===== src/sv/assert_macros.svh =====
// assertion macros included by the rtl top level
`ifndef ASSERT_MACROS_SVH
`define ASSERT_MACROS_SVH

// checked on every rising clock edge outside reset
`define BLE_ASSERT(label, clk, rst_n, prop, msg) \
  label: assert property (@(posedge clk) disable iff (!rst_n) prop) else $error(msg);

// checked on every rising clock edge, reset included
`define BLE_ASSERT_ALWAYS(label, clk, prop, msg) \
  label: assert property (@(posedge clk) prop) else $error(msg);

`endif


===== src/sv/ble_pkg.sv =====
// types and constants of the bounded list engine
package ble_pkg;

  localparam int MODE_W   = 4;
  localparam int VALUE_W  = 32;
  localparam int INDEX_W  = 5;
  localparam int STATUS_W = 3;
  localparam int COUNT_W  = 5;

  typedef enum logic [MODE_W-1:0] {
    M_PUSH     = 4'd0,
    M_POP      = 4'd1,
    M_PEEK     = 4'd2,
    M_GET      = 4'd3,
    M_SET      = 4'd4,
    M_INSERT   = 4'd5,
    M_REMOVE   = 4'd6,
    M_FAST_REM = 4'd7,
    M_CONTAINS = 4'd8,
    M_REVERSE  = 4'd9,
    M_CLEAR    = 4'd10,
    M_RESIZE   = 4'd11
  } mode_t;

  typedef enum logic [STATUS_W-1:0] {
    ST_OK      = 3'd0,
    ST_EMPTY   = 3'd1,
    ST_FULL    = 3'd2,
    ST_BADIDX  = 3'd3,
    ST_MISSING = 3'd4
  } status_t;

  typedef enum logic [3:0] {
    S_CLEAR,
    S_IDLE,
    S_DISPATCH,
    S_READ,
    S_INS_RD,
    S_INS_WR,
    S_SRCH_RD,
    S_SRCH_CMP,
    S_SHF_RD,
    S_SHF_WR,
    S_FAST_WR,
    S_REV_RDLO,
    S_REV_RDHI,
    S_REV_WRLO,
    S_REV_WRHI,
    S_DONE
  } state_t;

endpackage


===== src/sv/ble_ifs.sv =====
// valid/ready channels of the bounded list engine
interface ble_in_if;
  import ble_pkg::*;
  logic               valid;
  logic               ready;
  logic [MODE_W-1:0]  mode;
  logic [VALUE_W-1:0] value;
  logic [INDEX_W-1:0] index;
  modport source (output valid, mode, value, index, input ready);
  modport sink   (input valid, mode, value, index, output ready);
endinterface

interface ble_out_if;
  import ble_pkg::*;
  logic                valid;
  logic                ready;
  logic [VALUE_W-1:0]  result_value;
  logic [STATUS_W-1:0] status;
  logic [COUNT_W-1:0]  item_count;
  modport source (output valid, result_value, status, item_count, input ready);
  modport sink   (input valid, result_value, status, item_count, output ready);
endinterface


===== src/sv/ble_ram.sv =====
// generic single write port ram with one registered read port
module ble_ram #(
  parameter int WIDTH = 32,
  parameter int DEPTH = 16
) (
  input  logic                     clk,
  input  logic                     we,
  input  logic [$clog2(DEPTH)-1:0] waddr,
  input  logic [WIDTH-1:0]         wdata,
  input  logic                     re,
  input  logic [$clog2(DEPTH)-1:0] raddr,
  output logic [WIDTH-1:0]         rdata
);

  logic [WIDTH-1:0] mem [DEPTH];

  always_ff @(posedge clk) begin
    if (we) begin
      mem[waddr] <= wdata;
    end
    if (re) begin
      rdata <= mem[raddr];
    end
  end

endmodule


===== src/sv/bounded_list_engine_unit.sv =====
// top level of the bounded list engine: sequencer, list store and result register
//
// A fixed-capacity ordered list of DEPTH words of ITEM_WIDTH bits. Each beat on
// in_bus carries mode, value and index and selects one of twelve list operations;
// each yields exactly one beat on out_bus with result_value, status and item_count.
// Both channels are valid/ready; a beat moves when valid and ready are both high.
// in_bus.ready is high only while the sequencer is idle: one operation at a time.
// Push, set, clear, resize and any rejected operation finish in the dispatch step;
// pop, peek and get add one registered read of the store. Search walks the list
// with a read and a compare step per entry; ordered remove and insert shift
// entries with a read and a write step per moved entry; reverse reads both ends
// and writes both ends of each swapped pair. The single ram port pair (one write,
// one registered read) and the one pointer adder force these steps to run in turn.
// The next input beat is taken in the cycle after the result is loaded into the
// output register.
// After reset the store is zeroed by a pass over all DEPTH entries, one entry a cycle,
// during which no input beat is taken; the count resets to zero.
// The result sits in an output register; while the receiver stalls it holds, the
// next input beat may still be taken, and its result waits until the register frees.
`include "assert_macros.svh"

module bounded_list_engine_unit #(
  parameter int DEPTH      = 16,
  parameter int ITEM_WIDTH = 32
) (
  input  logic      clk,
  input  logic      rst_n,
  ble_in_if.sink    in_bus,
  ble_out_if.source out_bus
);
  import ble_pkg::*;

  localparam int AW = $clog2(DEPTH);
  localparam int CW = $clog2(DEPTH + 1);
  localparam int XW = (CW > INDEX_W) ? CW : INDEX_W;
  localparam logic [CW-1:0] CNT_FULL = CW'(DEPTH);
  localparam logic [CW-1:0] PTR_LAST = CW'(DEPTH - 1);
  localparam logic [XW-1:0] DEPTH_X  = XW'(DEPTH);

  state_t                state_r, state_nxt;
  mode_t                 op_r;
  logic [ITEM_WIDTH-1:0] val_r;
  logic [INDEX_W-1:0]    idx_r;
  logic [CW-1:0]         cnt_r, cnt_nxt;
  logic [CW-1:0]         ptr_r, ptr_nxt;
  logic [AW-1:0]         hi_r, hi_nxt;
  logic [ITEM_WIDTH-1:0] tmp_r, tmp_nxt;
  logic [VALUE_W-1:0]    res_value_r, res_value_nxt;
  status_t               res_status_r, res_status_nxt;
  logic                  out_valid_r;
  logic [VALUE_W-1:0]    out_value_r;
  status_t               out_status_r;
  logic [COUNT_W-1:0]    out_count_r;

  logic                  ram_we, ram_re;
  logic [AW-1:0]         ram_waddr, ram_raddr;
  logic [ITEM_WIDTH-1:0] ram_wdata, ram_rdata;

  // shared pointer adder
  logic                  alu_hi, alu_dec;
  logic [CW-1:0]         alu_a, alu_y;

  logic                  in_acc, out_load;
  logic                  full, empty, hit;
  logic [CW-1:0]         cnt_dec;
  logic [XW-1:0]         idx_x, cnt_x;

  assign in_acc   = in_bus.valid && in_bus.ready;
  assign out_load = (state_r == S_DONE) && (!out_valid_r || out_bus.ready);
  assign full     = (cnt_r == CNT_FULL);
  assign empty    = (cnt_r == '0);
  assign hit      = (ram_rdata == val_r);
  assign cnt_dec  = cnt_r - CW'(1);
  assign idx_x    = XW'(idx_r);
  assign cnt_x    = XW'(cnt_r);
  assign alu_a    = alu_hi ? CW'(hi_r) : ptr_r;
  assign alu_y    = alu_a + (alu_dec ? '1 : CW'(1));

  ble_ram #(
    .WIDTH (ITEM_WIDTH),
    .DEPTH (DEPTH)
  ) u_store (
    .clk   (clk),
    .we    (ram_we),
    .waddr (ram_waddr),
    .wdata (ram_wdata),
    .re    (ram_re),
    .raddr (ram_raddr),
    .rdata (ram_rdata)
  );

  // next state
  always_comb begin
    state_nxt = state_r;
    unique case (state_r)
      S_CLEAR: begin
        if (ptr_r == PTR_LAST) state_nxt = S_IDLE;
      end
      S_IDLE: begin
        if (in_acc) state_nxt = S_DISPATCH;
      end
      S_DISPATCH: begin
        unique case (op_r) inside
          M_POP, M_PEEK: state_nxt = empty ? S_DONE : S_READ;
          M_GET:         state_nxt = (idx_x >= cnt_x) ? S_DONE : S_READ;
          M_INSERT:      state_nxt = (full || idx_x > cnt_x) ? S_DONE : S_INS_RD;
          M_REMOVE, M_FAST_REM, M_CONTAINS:
                         state_nxt = empty ? S_DONE : S_SRCH_RD;
          M_REVERSE:     state_nxt = (cnt_r > CW'(1)) ? S_REV_RDLO : S_DONE;
          default:       state_nxt = S_DONE;
        endcase
      end
      S_READ:   state_nxt = S_DONE;
      S_INS_RD: state_nxt = (ptr_r == CW'(idx_x)) ? S_DONE : S_INS_WR;
      S_INS_WR: state_nxt = S_INS_RD;
      S_SRCH_RD: state_nxt = S_SRCH_CMP;
      S_SRCH_CMP: begin
        if (hit) begin
          if (op_r == M_REMOVE) begin
            state_nxt = S_SHF_RD;
          end else if (op_r == M_FAST_REM && ptr_r != cnt_dec) begin
            state_nxt = S_FAST_WR;
          end else begin
            state_nxt = S_DONE;
          end
        end else begin
          state_nxt = (alu_y == cnt_r) ? S_DONE : S_SRCH_RD;
        end
      end
      S_SHF_RD:   state_nxt = (alu_y >= cnt_r) ? S_DONE : S_SHF_WR;
      S_SHF_WR:   state_nxt = S_SHF_RD;
      S_FAST_WR:  state_nxt = S_DONE;
      S_REV_RDLO: state_nxt = (ptr_r >= CW'(hi_r)) ? S_DONE : S_REV_RDHI;
      S_REV_RDHI: state_nxt = S_REV_WRLO;
      S_REV_WRLO: state_nxt = S_REV_WRHI;
      S_REV_WRHI: state_nxt = S_REV_RDLO;
      S_DONE: begin
        if (out_load) state_nxt = S_IDLE;
      end
      default: state_nxt = S_IDLE;
    endcase
  end

  // datapath and store control
  always_comb begin
    cnt_nxt        = cnt_r;
    ptr_nxt        = ptr_r;
    hi_nxt         = hi_r;
    tmp_nxt        = tmp_r;
    res_value_nxt  = res_value_r;
    res_status_nxt = res_status_r;
    ram_we         = 1'b0;
    ram_waddr      = ptr_r[AW-1:0];
    ram_wdata      = ram_rdata;
    ram_re         = 1'b0;
    ram_raddr      = ptr_r[AW-1:0];
    alu_hi         = 1'b0;
    alu_dec        = 1'b0;
    unique case (state_r)
      S_CLEAR: begin
        ram_we    = 1'b1;
        ram_wdata = '0;
        ptr_nxt   = (ptr_r == PTR_LAST) ? '0 : alu_y;
      end
      S_DISPATCH: begin
        res_value_nxt  = '0;
        res_status_nxt = ST_OK;
        unique case (op_r) inside
          M_PUSH: begin
            if (full) begin
              res_status_nxt = ST_FULL;
            end else begin
              ram_we    = 1'b1;
              ram_waddr = cnt_r[AW-1:0];
              ram_wdata = val_r;
              cnt_nxt   = cnt_r + CW'(1);
            end
          end
          M_POP, M_PEEK: begin
            if (empty) begin
              res_status_nxt = ST_EMPTY;
            end else begin
              ram_re    = 1'b1;
              ram_raddr = cnt_dec[AW-1:0];
            end
          end
          M_GET: begin
            if (idx_x >= cnt_x) begin
              res_status_nxt = ST_BADIDX;
            end else begin
              ram_re    = 1'b1;
              ram_raddr = AW'(idx_x);
            end
          end
          M_SET: begin
            if (idx_x >= DEPTH_X) begin
              res_status_nxt = ST_BADIDX;
            end else begin
              ram_we    = 1'b1;
              ram_waddr = AW'(idx_x);
              ram_wdata = val_r;
              if (idx_x >= cnt_x) cnt_nxt = CW'(idx_x + XW'(1));
            end
          end
          M_INSERT: begin
            if (full) begin
              res_status_nxt = ST_FULL;
            end else if (idx_x > cnt_x) begin
              res_status_nxt = ST_BADIDX;
            end else begin
              ptr_nxt = cnt_r;
            end
          end
          M_REMOVE, M_FAST_REM, M_CONTAINS: begin
            ptr_nxt = '0;
            if (empty) res_status_nxt = ST_MISSING;
          end
          M_REVERSE: begin
            ptr_nxt = '0;
            hi_nxt  = cnt_dec[AW-1:0];
          end
          M_CLEAR: cnt_nxt = '0;
          M_RESIZE: cnt_nxt = (idx_x < DEPTH_X) ? CW'(idx_x) : CNT_FULL;
          default: ;
        endcase
      end
      S_READ: begin
        res_value_nxt = VALUE_W'(ram_rdata);
        if (op_r == M_POP) cnt_nxt = cnt_dec;
      end
      S_INS_RD: begin
        alu_dec = 1'b1;
        if (ptr_r == CW'(idx_x)) begin
          ram_we    = 1'b1;
          ram_wdata = val_r;
          cnt_nxt   = cnt_r + CW'(1);
        end else begin
          ram_re    = 1'b1;
          ram_raddr = alu_y[AW-1:0];
        end
      end
      S_INS_WR: begin
        alu_dec = 1'b1;
        ram_we  = 1'b1;
        ptr_nxt = alu_y;
      end
      S_SRCH_RD: ram_re = 1'b1;
      S_SRCH_CMP: begin
        if (hit) begin
          if (op_r == M_FAST_REM) begin
            if (ptr_r == cnt_dec) begin
              cnt_nxt = cnt_dec;
            end else begin
              ram_re    = 1'b1;
              ram_raddr = cnt_dec[AW-1:0];
            end
          end
        end else if (alu_y == cnt_r) begin
          res_status_nxt = ST_MISSING;
        end else begin
          ptr_nxt = alu_y;
        end
      end
      S_SHF_RD: begin
        if (alu_y >= cnt_r) begin
          cnt_nxt = cnt_dec;
        end else begin
          ram_re    = 1'b1;
          ram_raddr = alu_y[AW-1:0];
        end
      end
      S_SHF_WR: begin
        ram_we  = 1'b1;
        ptr_nxt = alu_y;
      end
      S_FAST_WR: begin
        ram_we  = 1'b1;
        cnt_nxt = cnt_dec;
      end
      S_REV_RDLO: ram_re = 1'b1;
      S_REV_RDHI: begin
        tmp_nxt   = ram_rdata;
        ram_re    = 1'b1;
        ram_raddr = hi_r;
      end
      S_REV_WRLO: begin
        ram_we  = 1'b1;
        ptr_nxt = alu_y;
      end
      S_REV_WRHI: begin
        alu_hi    = 1'b1;
        alu_dec   = 1'b1;
        ram_we    = 1'b1;
        ram_waddr = hi_r;
        ram_wdata = tmp_r;
        hi_nxt    = alu_y[AW-1:0];
      end
      default: ;
    endcase
  end

  always_ff @(posedge clk) begin
    if (!rst_n) begin
      state_r     <= S_CLEAR;
      cnt_r       <= '0;
      ptr_r       <= '0;
      out_valid_r <= 1'b0;
    end else begin
      state_r <= state_nxt;
      cnt_r   <= cnt_nxt;
      ptr_r   <= ptr_nxt;
      if (out_load) begin
        out_valid_r <= 1'b1;
      end else if (out_bus.ready) begin
        out_valid_r <= 1'b0;
      end
    end
  end

  always_ff @(posedge clk) begin
    hi_r         <= hi_nxt;
    tmp_r        <= tmp_nxt;
    res_value_r  <= res_value_nxt;
    res_status_r <= res_status_nxt;
    if (in_acc) begin
      op_r  <= mode_t'(in_bus.mode);
      val_r <= ITEM_WIDTH'(in_bus.value);
      idx_r <= in_bus.index;
    end
    if (out_load) begin
      out_value_r  <= res_value_r;
      out_status_r <= res_status_r;
      out_count_r  <= COUNT_W'(cnt_r);
    end
  end

  assign in_bus.ready         = (state_r == S_IDLE);
  assign out_bus.valid        = out_valid_r;
  assign out_bus.result_value = out_value_r;
  assign out_bus.status       = out_status_r;
  assign out_bus.item_count   = out_count_r;

  `BLE_ASSERT(a_cnt_bound, clk, rst_n, cnt_r <= CNT_FULL, "fill count above capacity")
  `BLE_ASSERT(a_push_grows, clk, rst_n,
              (state_r == S_DISPATCH && op_r == M_PUSH && !full) |=>
              (cnt_r == $past(cnt_r) + CW'(1)),
              "push did not grow the count")
  `BLE_ASSERT(a_quiet_store, clk, rst_n,
              (state_r == S_IDLE || state_r == S_DONE) |-> !ram_we,
              "store written outside an operation")
  `BLE_ASSERT(a_out_from_done, clk, rst_n,
              $rose(out_valid_r) |-> $past(state_r) == S_DONE,
              "result beat raised outside the done step")

endmodule


===== src/flat_wrapper.sv =====
// flat-port wrapper written by rule: the top's interface ports become plain ports
module bounded_list_engine_unit_flat import ble_pkg::*;
#(
  parameter int DEPTH      = 16,
  parameter int ITEM_WIDTH = 32
)
  (clk, rst_n, in_bus_valid, in_bus_mode, in_bus_value, in_bus_index, in_bus_ready, out_bus_valid, out_bus_result_value, out_bus_status, out_bus_item_count, out_bus_ready);
  ble_in_if in_bus_i ();
  ble_out_if out_bus_i ();
  input  logic clk;
  input  logic rst_n;
  input wire logic [$bits(in_bus_i.valid)-1:0] in_bus_valid;
  input wire logic [$bits(in_bus_i.mode)-1:0] in_bus_mode;
  input wire logic [$bits(in_bus_i.value)-1:0] in_bus_value;
  input wire logic [$bits(in_bus_i.index)-1:0] in_bus_index;
  output wire logic [$bits(in_bus_i.ready)-1:0] in_bus_ready;
  output wire logic [$bits(out_bus_i.valid)-1:0] out_bus_valid;
  output wire logic [$bits(out_bus_i.result_value)-1:0] out_bus_result_value;
  output wire logic [$bits(out_bus_i.status)-1:0] out_bus_status;
  output wire logic [$bits(out_bus_i.item_count)-1:0] out_bus_item_count;
  input wire logic [$bits(out_bus_i.ready)-1:0] out_bus_ready;
  assign in_bus_i.valid = in_bus_valid;
  assign in_bus_i.mode = in_bus_mode;
  assign in_bus_i.value = in_bus_value;
  assign in_bus_i.index = in_bus_index;
  assign in_bus_ready = in_bus_i.ready;
  assign out_bus_valid = out_bus_i.valid;
  assign out_bus_result_value = out_bus_i.result_value;
  assign out_bus_status = out_bus_i.status;
  assign out_bus_item_count = out_bus_i.item_count;
  assign out_bus_i.ready = out_bus_ready;
  bounded_list_engine_unit #(.DEPTH(DEPTH), .ITEM_WIDTH(ITEM_WIDTH)) u_core (.clk(clk), .rst_n(rst_n), .in_bus(in_bus_i), .out_bus(out_bus_i));
endmodule

===== config.mk =====
export PLATFORM = sky130hd
export DESIGN_NAME = bounded_list_engine_unit_flat
export DESIGN_NICKNAME = d
export VERILOG_FILES = /design/src/sv/ble_pkg.sv /design/src/sv/ble_ifs.sv /design/src/sv/ble_ram.sv /design/src/sv/bounded_list_engine_unit.sv /design/src/flat_wrapper.sv
export VERILOG_INCLUDE_DIRS = /design/src /design/src/sv
export SDC_FILE = /design/constraint.sdc
export NUM_CORES = 1
export LEC_CHECK = 0
export ABC_AREA = 0
export BUFFER_PORTS_ARGS = -buffer_cell sky130_fd_sc_hd__buf_4
export CAP_MARGIN = 25
export CORE_ASPECT_RATIO = 1.5
export CORE_MARGIN = 8
export CORE_UTILIZATION = 40
export DETAILED_ROUTE_END_ITERATION = 10
export SLEW_MARGIN = 0
export SYNTH_ARGS = -nofsm -noshare
export SYNTH_HDL_FRONTEND = slang
export SYNTH_HIERARCHICAL = 1
export SYNTH_SLANG_ARGS = --single-unit

===== constraint.sdc =====
create_clock -name clk -period 15.4 [get_ports clk]
set_clock_uncertainty 0.1 [all_clocks]
set_input_delay 1.54 -clock clk [delete_from_list [all_inputs] [get_ports clk]]
set_output_delay 1.54 -clock clk [all_outputs]
set_load 0.03 [all_outputs]

==> impl_metrics.prom, run 1 <==
# TYPE chip_impl_metric gauge
chip_impl_info{name="status",value="completed"} 1
chip_impl_info{name="path_class",value="flop to flop"} 1
chip_impl_metric{name="finalCriticalPeriod",unit="ns"} 7.386
chip_impl_metric{name="routedWlPerCell",unit="um"} 28.89
chip_impl_info{name="most-common-layout-cells",value="sky130_fd_sc_hd__edfxtp_1, sky130_fd_sc_hd__buf_4, sky130_fd_sc_hd__mux4_2"} 1
chip_impl_metric{name="drt_wl_total",unit="mm"} 78.25
chip_impl_info{name="rsz0062_at_grt",value="no"} 1
chip_impl_metric{name="io_buffers",unit=""} 86
chip_impl_metric{name="clk_path_buf_depth",unit=""} 3
chip_impl_metric{name="post_drt_via_cell_ratio",unit=""} 5.859
chip_impl_metric{name="core_region_area",unit="sq um"} 71320
chip_impl_metric{name="power.density_cell_area",unit="nW/um^2"} 120.9
chip_impl_metric{name="globalRouteTotalUtil",unit="%"} 19.05
chip_impl_info{name="critical_path.endpoint_type",value="flop"} 1
chip_impl_metric{name="cts.htree.levels",unit=""} 3
chip_impl_metric{name="number_of_instances_resized_during_post_cts_repair",unit=""} 0
chip_impl_metric{name="residual_drc_count",unit=""} 0
chip_impl_info{name="tritoncts",value="built"} 1
chip_impl_metric{name="leftover_overflow_at_the_end_of_global_routing",unit=""} 0
chip_impl_metric{name="global_route_wire_length_before_repair",unit="mm"} 113.0
chip_impl_metric{name="floorplan.io_pins",unit=""} 87
chip_impl_info{name="ys.flop_type",value="sky130_fd_sc_hd__edfxtp_1"} 1
chip_impl_metric{name="p_total",unit="W"} 0.003996
chip_impl_metric{name="grt_max_degree",unit=""} 99
chip_impl_metric{name="dp_hpwl",unit="mm"} 44.83
chip_impl_metric{name="cts_setup_buffers",unit=""} 0
chip_impl_info{name="most_frequent_standard_cell_in_the_layout_excluding_fill_and_tap_cells",value="sky130_fd_sc_hd__edfxtp_1"} 1
chip_impl_metric{name="drive_gt1_share",unit="%"} 23.59
chip_impl_metric{name="detail_route.first_pass.iterations",unit=""} 5
chip_impl_metric{name="crit_fanout",unit=""} 98
chip_impl_metric{name="final_antenna_net_count",unit=""} 0
chip_impl_metric{name="synth.distinct_cells",unit=""} 75
chip_impl_info{name="holdCritPathClass",value="flop to flop"} 1
chip_impl_metric{name="leakage",unit="nW"} 10.91
chip_impl_metric{name="insertion_delay",unit="ns"} 0.63
chip_impl_metric{name="worst-endpoint-arrival",unit="ns"} 7.65
chip_impl_metric{name="synthesis.yosys.warnings",unit=""} 6
chip_impl_metric{name="worst-endpoint-required",unit="ns"} 15.67
chip_impl_metric{name="ys_seq_elements",unit=""} 711
chip_impl_metric{name="ys_async_sr_fraction",unit="%"} 0
chip_impl_metric{name="maxCapViolations",unit=""} 0
chip_impl_metric{name="tritoncts.num_buffers",unit=""} 67
chip_impl_metric{name="syn_area_per_cell",unit="sq um"} 17.79
chip_impl_metric{name="ir_worst_vdd",unit="mV"} 0.07561
chip_impl_metric{name="dieHeight",unit="um"} 344.7
chip_impl_metric{name="max_clock_freq",unit="GHz"} 0.1354
chip_impl_metric{name="fillCellCount",unit=""} 5965
chip_impl_metric{name="die_area",unit="sq um"} 81060
chip_impl_metric{name="synth-edff-count",unit=""} 696
chip_impl_metric{name="max_slew.worst_pin.slew",unit="ns"} 1.048
chip_impl_metric{name="routed-via-count",unit=""} 15870
chip_impl_metric{name="post-route-util",unit="%"} 46.34
chip_impl_metric{name="holdBufCountCts",unit=""} 0
chip_impl_metric{name="finish.net_count",unit=""} 1813
chip_impl_metric{name="start_util",unit="%"} 40.40
chip_impl_metric{name="via_count_of_the_first_global_routing_pass",unit=""} 16220
chip_impl_metric{name="final_hold_violating_endpoints",unit=""} 0
chip_impl_info{name="clk_root_buffer_cell",value="sky130_fd_sc_hd__clkbuf_16"} 1
chip_impl_metric{name="relative_slew_margins",unit="%"} 29.65
chip_impl_metric{name="cts.clk_slew.worst_paths",unit="ns"} 0.06
chip_impl_info{name="start_kind",value="flop"} 1
chip_impl_metric{name="antenna_found_initial",unit=""} 0
chip_impl_metric{name="netlist_instances",unit=""} 1620
chip_impl_metric{name="syn_to_final_growth",unit="%"} 14.70
chip_impl_metric{name="synthesis.area",unit="sq um"} 28810
chip_impl_metric{name="place.gp.congestion",unit=""} 0.9197
chip_impl_metric{name="final.setup.tns",unit="ns"} 0
chip_impl_metric{name="period_share",unit="%"} 47.96
chip_impl_metric{name="finalSetupViolCount",unit=""} 0
chip_impl_metric{name="antenna_cells_inserted",unit=""} 0
chip_impl_metric{name="synth_seq_area_share",unit="%"} 73.58
chip_impl_metric{name="final-max-slew-violation-count",unit=""} 0
chip_impl_metric{name="clock_sinks",unit=""} 711
chip_impl_metric{name="initialDrtViolationCount",unit=""} 1300
chip_impl_metric{name="rows",unit=""} 120
chip_impl_metric{name="die-width",unit="um"} 235.1
chip_impl_metric{name="synth.net_count",unit=""} 1687
## worst max-delay path, cell delays in order (launching register included)
cell and delay (ns):
sky130_fd_sc_hd__dfxtp_1 0.86, sky130_fd_sc_hd__nor2b_1 0.39, sky130_fd_sc_hd__nand2_1 0.32, sky130_fd_sc_hd__o21ai_0 0.43, sky130_fd_sc_hd__inv_1 0.11, sky130_fd_sc_hd__fa_1 0.45
sky130_fd_sc_hd__xnor2_1 0.40, sky130_fd_sc_hd__ha_1 0.33, sky130_fd_sc_hd__a211oi_1 0.24, sky130_fd_sc_hd__nor2_1 0.07, sky130_fd_sc_hd__a211oi_1 0.56, sky130_fd_sc_hd__nand4_1 0.17
sky130_fd_sc_hd__a32oi_1 0.31, sky130_fd_sc_hd__nand3b_1 0.21, sky130_fd_sc_hd__a221o_4 0.66, sky130_fd_sc_hd__buf_12 0.37, sky130_fd_sc_hd__mux4_2 0.61, sky130_fd_sc_hd__a22oi_1 0.21
sky130_fd_sc_hd__nand2_1 0.09
## sequential cells by signal, indices dropped and copies added, names as in the netlist, 32 cells and up
name / count
u_core/u_store/mem: 512
u_core/out_bus.result_value: 32
u_core/res_value_r: 32
u_core/tmp_r: 32
u_core/u_store/rdata: 32
u_core/val_r: 32
## through the flow
stage | instances | worst slack (ns) | instance area [sq um] | hold slack, ns
floorplan | 1620 | 10.20 | 28810 | 0.3003
global placement | 2588 | 8.322 | 30850 | 0.3039
global route | 2708 | 7.475 | 33050 | 0.2946
detailed placement | 2592 | 8.095 | 30890 | 0.3045
finish | 2708 | 8.014 | 33050 | 0.2949
CTS | 2708 | 8.082 | 33050 | 0.2970
## synthesized netlist by cell type (all sizes together) (10+ instances only)
master	n	area, sq um
edfxtp	696	20900
mux4	128	2883
a22oi	103	773.2
nor2	69	259.0
nand2	67	251.5
o21ai	65	325.3
clkbuf	54	202.7
inv	52	195.2
nor3	48	240.2
buf	40	216.5
xor2	39	341.6
a21oi	28	143.9
ha	21	262.8
dfxtp	15	300.3
xnor2	15	138.9
nand2b	13	81.33
nand3	11	55.05
nor2b	11	68.82
nor4	11	68.82
a221oi	10	93.84
nand4	10	62.56
## worst paths after layout
| path | start | end | slack [ns] | cells after the start |
|---|---|---|---|---|
| worst max-delay path | u_core/state_r[2] | u_core/u_store/rdata[18] | 8.01 | 18 |
| worst min-delay path | u_core/res_value_r[21] | u_core/out_bus.result_value[21] | 0.29 | 0 |
| worst max register to register | u_core/state_r[2] | u_core/u_store/rdata[18] | 8.01 | 18 |
| worst min register to register | u_core/res_value_r[21] | u_core/out_bus.result_value[21] | 0.29 | 0 |
## per-layer routing
layer	track usage (%)	wire length [um]	vias to the layer above
li1	-	-	6801
met1	22.49	29940	8326
met2	34.45	40820	606
met3	2.431	4279	134
met4	8.916	3207	0
met5	0	0	-
## final cells by class
cell class | count | area, sq um | share of cell area [%]
tap | 915 | 1145 | 3.464
clock inverter | 35 | 360.3 | 1.090
timing repair buffer | 151 | 1154 | 3.490
inverter | 54 | 202.7 | 0.6133
multi-input combinational | 761 | 7186 | 21.74
clock buffer | 81 | 1803 | 5.455
sequential | 711 | 21200 | 64.15
## power breakdown
part | internal [W] | switching [W]
Combinational | 0.0000916 | 0.000111
Clock | 0.000939 | 0.000709
Sequential | 0.00214 | 0.00000888
Total | 0.00317 | 0.000829
## cells by family after synthesis
| family | share of synthesized area, % |
|---|---|
| buffers and inverters | 2.158 |
| xor gates and xnor gates | 1.746 |
| DFF | 73.58 |
| AOI/OAI and AO/OA | 6.722 |
| muxes | 10.09 |
| adders and majority gates | 0.9814 |
| and+or+nand+nor | 4.725 |
Note: power is estimated with default switching activity, not from simulation.
==> run 2, diff against run 1 <==
--- a/config.mk
+++ b/config.mk
@@ -6,7 +6,7 @@
 export SDC_FILE = /design/constraint.sdc
 export NUM_CORES = 1
 export LEC_CHECK = 0
-export ABC_AREA = 0
+export ABC_AREA = 1
 export BUFFER_PORTS_ARGS = -buffer_cell sky130_fd_sc_hd__buf_4
 export CAP_MARGIN = 25
 export CORE_ASPECT_RATIO = 1.5
==> constraint.sdc (replaced) <==
create_clock -name clk -period 6.3 [get_ports clk]
set_clock_uncertainty 0.1 [all_clocks]
set_input_delay 0.63 -clock clk [delete_from_list [all_inputs] [get_ports clk]]
set_output_delay 0.63 -clock clk [all_outputs]
set_load 0.03 [all_outputs]
==> impl_metrics.prom, run 2 <==
# TYPE chip_impl_metric gauge
chip_impl_metric{name="finish.net_count",unit=""} 3414
chip_impl_metric{name="number_of_instances_resized_during_post_cts_repair",unit=""} 0
chip_impl_metric{name="clk_path_buf_depth",unit=""} 3
chip_impl_metric{name="netlist_instances",unit=""} 3262
chip_impl_info{name="holdCritPathClass",value="primary input to flop"} 1
chip_impl_metric{name="finalCriticalPeriod",unit="ns"} 5.379
chip_impl_metric{name="grt_max_degree",unit=""} 129
chip_impl_info{name="status",value="completed"} 1
chip_impl_metric{name="ys_seq_elements",unit=""} 711
chip_impl_metric{name="holdBufCountCts",unit=""} 0
chip_impl_metric{name="power.density_cell_area",unit="nW/um^2"} 269.1
chip_impl_metric{name="max_clock_freq",unit="GHz"} 0.1859
chip_impl_metric{name="post_route_worst_hold_slack",unit="ns"} 0.09067
chip_impl_metric{name="syn_to_final_growth",unit="%"} 12.25
chip_impl_info{name="rr_startpoint",value="u_core/state_r[3]"} 1
chip_impl_metric{name="design_area",unit="sq um"} 36740
chip_impl_metric{name="crit_fanout",unit=""} 64
chip_impl_info{name="synthTopCellsByCount",value="sky130_fd_sc_hd__nand2_1, sky130_fd_sc_hd__edfxtp_1, sky130_fd_sc_hd__inv_1"} 1
chip_impl_metric{name="detail_route.first_pass.iterations",unit=""} 6
chip_impl_metric{name="final_hold_violating_endpoints",unit=""} 0
chip_impl_metric{name="cts.htree.levels",unit=""} 3
chip_impl_metric{name="final_antenna_net_count",unit=""} 0
chip_impl_info{name="netlist_top_cells_area",value="sky130_fd_sc_hd__edfxtp_1, sky130_fd_sc_hd__nand2_1, sky130_fd_sc_hd__nand3_1, sky130_fd_sc_hd__inv_1, sky130_fd_sc_hd__nor2_1"} 1
chip_impl_metric{name="worst-endpoint-arrival",unit="ns"} 5.64
chip_impl_metric{name="reg2reg_setup_slack",unit="ns"} 0.92
chip_impl_metric{name="maxCapViolations",unit=""} 0
chip_impl_info{name="start_kind",value="flop"} 1
chip_impl_info{name="critical_path.endpoint_type",value="flop"} 1
chip_impl_info{name="most-common-layout-cells",value="sky130_fd_sc_hd__nand2_1, sky130_fd_sc_hd__edfxtp_1, sky130_fd_sc_hd__inv_1"} 1
chip_impl_info{name="crit_chain",value="nand2_2, nor2_8, nand2_2, o21ai_4, inv_2, fa_1, nor2_1, a211oi_1, xnor2_1, inv_1, ha_1, a21oi_1, nand3_1, nor2_1, nand2_1, nand2_1, a22oi_1, nand2_1, inv_1, nand3_4, buf_4, nand3_1, nand3_1, nand2_1"} 1
chip_impl_metric{name="routedWlPerCell",unit="um"} 20.25
chip_impl_info{name="crit_path_end",value="u_core/u_store/rdata[6]"} 1
chip_impl_metric{name="final-max-slew-violation-count",unit=""} 0
chip_impl_info{name="clk_root_buffer_cell",value="sky130_fd_sc_hd__clkbuf_16"} 1
chip_impl_metric{name="insertion_delay",unit="ns"} 0.62
chip_impl_metric{name="synthesis.yosys.warnings",unit=""} 6
chip_impl_metric{name="drt_wl_total",unit="mm"} 89.85
chip_impl_metric{name="ys_async_sr_fraction",unit="%"} 0
chip_impl_metric{name="finalSetupViolCount",unit=""} 0
chip_impl_metric{name="floorplan.io_pins",unit=""} 87
chip_impl_metric{name="synth-edff-count",unit=""} 696
chip_impl_metric{name="routed-via-count",unit=""} 22530
chip_impl_metric{name="worst_r2r_path_depth",unit=""} 24
chip_impl_metric{name="synth.net_count",unit=""} 3329
chip_impl_metric{name="rows",unit=""} 128
chip_impl_metric{name="via_count_of_the_first_global_routing_pass",unit=""} 21490
chip_impl_metric{name="antenna_found_initial",unit=""} 0
chip_impl_info{name="critPathMostFrequentCell",value="sky130_fd_sc_hd__nand2_1"} 1
chip_impl_metric{name="cts_setup_buffers",unit=""} 0
chip_impl_info{name="timing.critical_path.slowest_stage_cell",value="sky130_fd_sc_hd__buf_4"} 1
chip_impl_info{name="worst_r2r_endpoint",value="u_core/u_store/rdata[6]"} 1
chip_impl_metric{name="initialDrtViolationCount",unit=""} 1829
chip_impl_metric{name="dp_hpwl",unit="mm"} 55.82
chip_impl_metric{name="max_slew.worst_pin.slew",unit="ns"} 1.087
chip_impl_metric{name="io_buffers",unit=""} 86
chip_impl_metric{name="clock_sinks",unit=""} 711
chip_impl_info{name="most_frequent_standard_cell_in_the_layout_excluding_fill_and_tap_cells",value="sky130_fd_sc_hd__nand2_1"} 1
chip_impl_info{name="path_class",value="flop to flop"} 1
chip_impl_metric{name="synth_seq_area_share",unit="%"} 64.77
chip_impl_metric{name="tritoncts.num_buffers",unit=""} 66
chip_impl_metric{name="die_area",unit="sq um"} 91430
chip_impl_metric{name="dieHeight",unit="um"} 366.4
chip_impl_metric{name="start_util",unit="%"} 40.31
chip_impl_metric{name="cts.clk_slew.worst_paths",unit="ns"} 0.07
chip_impl_metric{name="post_drt_via_cell_ratio",unit=""} 5.076
chip_impl_metric{name="dpl-instance-area",unit="sq um"} 34630
chip_impl_metric{name="synth.distinct_cells",unit=""} 54
chip_impl_info{name="synth_most_common_cell",value="sky130_fd_sc_hd__nand2_1"} 1
chip_impl_metric{name="worst-endpoint-required",unit="ns"} 6.56
chip_impl_metric{name="pre_cts_ws",unit="ns"} 0.9741
chip_impl_metric{name="ir_worst_vdd",unit="mV"} 0.1904
chip_impl_info{name="regMostFlops",value="u_core/u_store/mem"} 1
chip_impl_metric{name="die-width",unit="um"} 249.6
chip_impl_info{name="tritoncts",value="built"} 1
chip_impl_metric{name="global_route_wire_length_before_repair",unit="mm"} 134.1
chip_impl_metric{name="relative_slew_margins",unit="%"} 27.53
chip_impl_info{name="yosys.area.top_type",value="sky130_fd_sc_hd__edfxtp_1"} 1
chip_impl_metric{name="timing.critical_path.slowest_cell_delay",unit="ns"} 0.82
chip_impl_metric{name="leftover_overflow_at_the_end_of_global_routing",unit=""} 0
chip_impl_metric{name="period_share",unit="%"} 85.38
chip_impl_info{name="rsz0062_at_grt",value="no"} 1
chip_impl_metric{name="globalRouteTotalUtil",unit="%"} 19.31
chip_impl_metric{name="core_region_area",unit="sq um"} 81200
chip_impl_metric{name="drive_gt1_share",unit="%"} 10.24
chip_impl_info{name="crit_start",value="u_core/state_r[3]"} 1
chip_impl_metric{name="fin_ws",unit="ns"} 0.9208
chip_impl_metric{name="largest_register_ffs",unit=""} 512
chip_impl_metric{name="netlist.area_leader.share",unit="%"} 63.85
chip_impl_metric{name="final.setup.tns",unit="ns"} 0
chip_impl_info{name="ys.flop_type",value="sky130_fd_sc_hd__edfxtp_1"} 1
chip_impl_metric{name="place.gp.congestion",unit=""} 0.9471
chip_impl_metric{name="residual_drc_count",unit=""} 0
chip_impl_metric{name="syn_area_per_cell",unit="sq um"} 10.03
chip_impl_metric{name="leakage",unit="nW"} 15.60
chip_impl_metric{name="synthesis.area",unit="sq um"} 32730
[run 2: worst min-delay path by stage]
stage	from	to	slack, ns	cells after the start
after floorplan	u_core/res_value_r[0]	u_core/out_bus.result_value[0]	0.30	0
after global placement	u_core/res_status_r[1]	u_core/out_bus.status[1]	0.30	0
after detailed placement	u_core/res_value_r[0]	u_core/out_bus.result_value[0]	0.30	0
after CTS	in_bus_value[9]	u_core/val_r[9]	0.06	1
after global routing	in_bus_value[10]	u_core/val_r[10]	0.07	1
final	in_bus_value[19]	u_core/val_r[19]	0.09	1
[run 2: final cells by class]
class | instances | area, sq um
clock buffer | 81 | 1739
fill | 7539 | 44460
inverter | 549 | 2068
sequential | 711 | 21200
multi-input combinational | 1872 | 8785
tap | 1040 | 1301
timing repair buffer | 147 | 1299
antenna | 1 | 2.502
clock inverter | 37 | 346.6
[run 2: cells by family after synthesis]
kind of cell	after synthesis	synth area share, %
AO/OA/AOI/OAI	121	2.867
XOR/XNOR	16	0.4281
adder cells (fa/ha/maj)	22	0.8639
buffers and inverters	679	8.941
flip-flops	711	64.77
AND/OR/NAND/NOR	1713	22.13
[run 2: per-layer routing]
layer,wire [um],vias up,GRT usage [%]
li1,-,10810,-
met1,34630,10790,22.31
met2,46350,734,35.02
met3,4510,195,2.403
met4,4359,0,9.584
met5,0,-,0
[run 2: critical path: cells and delay by family (launching register included)]
family	cells	cell delay (ns)
xor gates and xnor gates	1	0.22
AOI/OAI and AO/OA	4	0.48
and+or+nand+nor	13	1.98
adders and majority gates	2	0.75
buffers and inverters	4	1.05
DFF	1	0.49
[run 2: power by group]
group | switching, W | internal (W) | total (W)
Combinational | 0.000469 | 0.000220 | 0.000689
Clock | 0.00173 | 0.00222 | 0.00395
Sequential | 0.0000192 | 0.00522 | 0.00524
[run 2: metrics by stage]
stage	total power [W]	util [%]	cells
2_1_floorplan	0.005830	-	3262
3_3_place_gp	0.006030	42.60	4312
3_5_place_dp	0.006036	42.65	4316
4_1_cts	0.009977	45.22	4434
5_1_grt	0.01021	45.25	4437
6_report	0.009886	45.25	4438
==> run 3, diff against run 2 <==
--- a/config.mk
+++ b/config.mk
@@ -7,11 +7,11 @@
 export NUM_CORES = 1
 export LEC_CHECK = 0
 export ABC_AREA = 1
-export BUFFER_PORTS_ARGS = -buffer_cell sky130_fd_sc_hd__buf_4
+export BUFFER_PORTS_ARGS = -buffer_cell sky130_fd_sc_hd__buf_2
 export CAP_MARGIN = 25
 export CORE_ASPECT_RATIO = 1.5
 export CORE_MARGIN = 8
-export CORE_UTILIZATION = 40
+export CORE_UTILIZATION = 45
 export DETAILED_ROUTE_END_ITERATION = 10
 export SLEW_MARGIN = 0
 export SYNTH_ARGS = -nofsm -noshare
==> impl_metrics.prom, run 3 (synthesized netlist as in run 2, its figures left out) <==
# TYPE chip_impl_metric gauge
chip_impl_metric{name="die_area",unit="sq um"} 81800
chip_impl_metric{name="worstHoldPathCells",unit=""} 1
chip_impl_info{name="path_class",value="flop to flop"} 1
chip_impl_metric{name="worst-endpoint-arrival",unit="ns"} 5.81
chip_impl_metric{name="grt_max_degree",unit=""} 151
chip_impl_metric{name="combPwrFrac",unit="%"} 6.8
chip_impl_metric{name="maxCapViolations",unit=""} 0
chip_impl_metric{name="clock_sinks",unit=""} 711
chip_impl_metric{name="cts.htree.levels",unit=""} 3
chip_impl_info{name="tritoncts",value="built"} 1
chip_impl_metric{name="power.density_cell_area",unit="nW/um^2"} 276.0
chip_impl_metric{name="power_switching",unit="W"} 0.002259
chip_impl_info{name="crit_path_end",value="u_core/u_store/rdata[30]"} 1
chip_impl_metric{name="ir_worst_vdd",unit="mV"} 0.1575
chip_impl_info{name="clk_root_buffer_cell",value="sky130_fd_sc_hd__clkbuf_16"} 1
chip_impl_info{name="most_frequent_standard_cell_in_the_layout_excluding_fill_and_tap_cells",value="sky130_fd_sc_hd__nand2_1"} 1
chip_impl_metric{name="relative_slew_margins",unit="%"} 29.07
chip_impl_metric{name="final-max-slew-violation-count",unit=""} 0
chip_impl_metric{name="fillCellCount",unit=""} 6532
chip_impl_metric{name="post_route_worst_hold_slack",unit="ns"} 0.08615
chip_impl_metric{name="timing.critical_path.depth",unit=""} 27
chip_impl_metric{name="worst-endpoint-required",unit="ns"} 6.69
chip_impl_metric{name="crit_fanout",unit=""} 64
chip_impl_metric{name="residual_drc_count",unit=""} 0
chip_impl_info{name="status",value="completed"} 1
chip_impl_info{name="start_kind",value="flop"} 1
chip_impl_metric{name="fin_ws",unit="ns"} 0.8772
chip_impl_info{name="rsz0062_at_grt",value="no"} 1
chip_impl_info{name="worst_hold_startpoint",value="in_bus_value[9]"} 1
chip_impl_metric{name="reg2reg_setup_slack",unit="ns"} 0.88
chip_impl_metric{name="drive_gt1_share",unit="%"} 10.44
chip_impl_metric{name="final.setup.tns",unit="ns"} 0
chip_impl_metric{name="period_share",unit="%"} 86.08
chip_impl_metric{name="finish.net_count",unit=""} 3415
chip_impl_metric{name="final_hold_violating_endpoints",unit=""} 0
chip_impl_metric{name="largest_register_ffs",unit=""} 512
chip_impl_metric{name="place.gp.congestion",unit=""} 0.9807
chip_impl_metric{name="power_share_of_the_sequential_group",unit="%"} 52.1
chip_impl_metric{name="max_slew.worst_pin.slew",unit="ns"} 1.061
chip_impl_metric{name="finalCriticalPeriod",unit="ns"} 5.423
chip_impl_metric{name="routed-via-count",unit=""} 22650
chip_impl_metric{name="final_antenna_net_count",unit=""} 0
chip_impl_metric{name="p_total",unit="W"} 0.01007
chip_impl_metric{name="holdBufCountCts",unit=""} 0
chip_impl_metric{name="insertion_delay",unit="ns"} 0.62
chip_impl_metric{name="initialDrtViolationCount",unit=""} 2121
chip_impl_metric{name="leftover_overflow_at_the_end_of_global_routing",unit=""} 0
chip_impl_metric{name="floorplan.io_pins",unit=""} 87
chip_impl_metric{name="dp_hpwl",unit="mm"} 55.20
chip_impl_metric{name="antenna_found_initial",unit=""} 0
chip_impl_metric{name="post_drt_via_cell_ratio",unit=""} 5.238
chip_impl_info{name="regMostFlops",value="u_core/u_store/mem"} 1
chip_impl_info{name="worst_r2r_endpoint",value="u_core/u_store/rdata[30]"} 1
chip_impl_metric{name="core_region_area",unit="sq um"} 72370
chip_impl_info{name="critical_path.endpoint_type",value="flop"} 1
chip_impl_metric{name="tritoncts.num_buffers",unit=""} 67
chip_impl_metric{name="number_of_instances_resized_during_post_cts_repair",unit=""} 0
chip_impl_metric{name="detail_route.first_pass.iterations",unit=""} 5
chip_impl_metric{name="power.share.switching",unit="%"} 22.43
chip_impl_metric{name="timing.critical_path.slowest_cell_delay",unit="ns"} 0.73
chip_impl_info{name="timing.critical_path.slowest_stage_cell",value="sky130_fd_sc_hd__buf_4"} 1
chip_impl_metric{name="die-width",unit="um"} 236.2
chip_impl_metric{name="drt_wl_total",unit="mm"} 90.30
chip_impl_info{name="crit_start",value="u_core/state_r[1]"} 1
chip_impl_metric{name="routedWlPerCell",unit="um"} 20.88
chip_impl_metric{name="rows",unit=""} 121
chip_impl_metric{name="critical_path_buf_inv_count",unit=""} 3
chip_impl_info{name="most-common-layout-cells",value="sky130_fd_sc_hd__nand2_1, sky130_fd_sc_hd__edfxtp_1, sky130_fd_sc_hd__inv_1"} 1
chip_impl_metric{name="start_util",unit="%"} 45.23
chip_impl_info{name="rr_startpoint",value="u_core/state_r[1]"} 1
chip_impl_metric{name="cts.clk_slew.worst_paths",unit="ns"} 0.07
chip_impl_metric{name="syn_to_final_growth",unit="%"} 11.47
chip_impl_info{name="cpLargestDelayFamily",value="simple AND/OR/NAND/NOR gates"} 1
chip_impl_metric{name="power_report.internal_total",unit="W"} 0.007811
chip_impl_metric{name="pre_cts_ws",unit="ns"} 0.8850
chip_impl_metric{name="dieHeight",unit="um"} 346.3
chip_impl_info{name="holdCritPathClass",value="primary input to flop"} 1
chip_impl_metric{name="worst_r2r_path_depth",unit=""} 27
chip_impl_metric{name="finalSetupViolCount",unit=""} 0
chip_impl_metric{name="cts_setup_buffers",unit=""} 0
chip_impl_metric{name="via_count_of_the_first_global_routing_pass",unit=""} 21230
chip_impl_metric{name="leakage",unit="nW"} 15.60
chip_impl_info{name="critPathMostFrequentCell",value="sky130_fd_sc_hd__nand2_1"} 1
chip_impl_metric{name="max_clock_freq",unit="GHz"} 0.1844
chip_impl_metric{name="global_route_wire_length_before_repair",unit="mm"} 134.2
chip_impl_metric{name="clk_path_buf_depth",unit=""} 3
chip_impl_metric{name="globalRouteTotalUtil",unit="%"} 21.65
chip_impl_metric{name="io_buffers",unit=""} 86
chip_impl_metric{name="power.clock.fraction",unit="%"} 41.1
==> run 3: per-stage QoR <==
| stage | area [sq um] | utilization [%] | std cells |
|---|---|---|---|
| 4_1_cts | 36420 | 50.33 | 4320 |
| 6_report | 36490 | 50.42 | 4325 |
| 5_1_grt | 36490 | 50.42 | 4324 |
| 3_3_place_gp | 34160 | 47.21 | 4194 |
| 2_1_floorplan | 32730 | - | 3262 |
| 3_5_place_dp | 34190 | 47.25 | 4197 |
==> run 3: per-layer routing <==
metal	wire length, um	vias up	global-route usage [%]	share of wire (%)
met5	0	-	0	0
li1	-	10810	-	-
met2	45470	719	37.88	50
met4	3990	0	9.827	4.4
met3	4738	198	2.990	5.2
met1	36110	10930	26.40	40
==> run 3: how the worst min path moves through the flow <==
stage                                           end
finish                              u_core/val_r[9]
CTS                                  u_core/op_r[0]
floorplan            u_core/out_bus.result_value[0]
global placement     u_core/out_bus.result_value[1]
detailed placement  u_core/out_bus.result_value[12]
global route                        u_core/val_r[3]
==> run 3: power by group through the flow <==
stage	Sequential, W	Combinational (W)	Clock, W
final	0.00524	0.000683	0.00414
after global routing	0.00525	0.000761	0.00440
after CTS	0.00524	0.000684	0.00423
after detailed placement	0.00535	0.000681	0
after global placement	0.00535	0.000677	0
after floorplan	0.00534	0.000486	0
==> run 3: layout make-up <==
| type | instances | area, sq um | share of cell area, % |
|---|---|---|---|
| timing repair buffer | 147 | 1041 | 2.853 |
| tap | 922 | 1154 | 3.162 |
| multi-input combinational | 1872 | 8790 | 24.09 |
| clock buffer | 84 | 1804 | 4.945 |
| clock inverter | 39 | 425.4 | 1.166 |
| inverter | 549 | 2071 | 5.675 |
| sequential | 711 | 21200 | 58.10 |
| antenna | 1 | 2.502 | 0.006858 |
==> run 3: worst reg2reg max path, cell delays in order, from the launching register on <==
cell,delay [ns]
sky130_fd_sc_hd__dfxtp_1,0.51
sky130_fd_sc_hd__nand2_4,0.16
sky130_fd_sc_hd__nor2_8,0.28
sky130_fd_sc_hd__nand2_2,0.14
sky130_fd_sc_hd__o21ai_4,0.12
sky130_fd_sc_hd__inv_2,0.10
sky130_fd_sc_hd__fa_1,0.48
sky130_fd_sc_hd__nor2_1,0.12
sky130_fd_sc_hd__a211oi_1,0.06
sky130_fd_sc_hd__xnor2_1,0.22
sky130_fd_sc_hd__inv_1,0.07
sky130_fd_sc_hd__ha_1,0.28
sky130_fd_sc_hd__nand2_1,0.08
sky130_fd_sc_hd__nor2_1,0.06
sky130_fd_sc_hd__nand2_1,0.08
sky130_fd_sc_hd__nand3_1,0.07
sky130_fd_sc_hd__nor2_1,0.25
sky130_fd_sc_hd__nand2_1,0.14
sky130_fd_sc_hd__nand2_1,0.16
sky130_fd_sc_hd__a22oi_1,0.09
sky130_fd_sc_hd__nand2_1,0.11
sky130_fd_sc_hd__nor2_1,0.06
sky130_fd_sc_hd__nand2_4,0.28
sky130_fd_sc_hd__buf_4,0.75
sky130_fd_sc_hd__nand3_1,0.21
sky130_fd_sc_hd__nand3_1,0.11
sky130_fd_sc_hd__nand3_1,0.10
sky130_fd_sc_hd__nand2_1,0.09
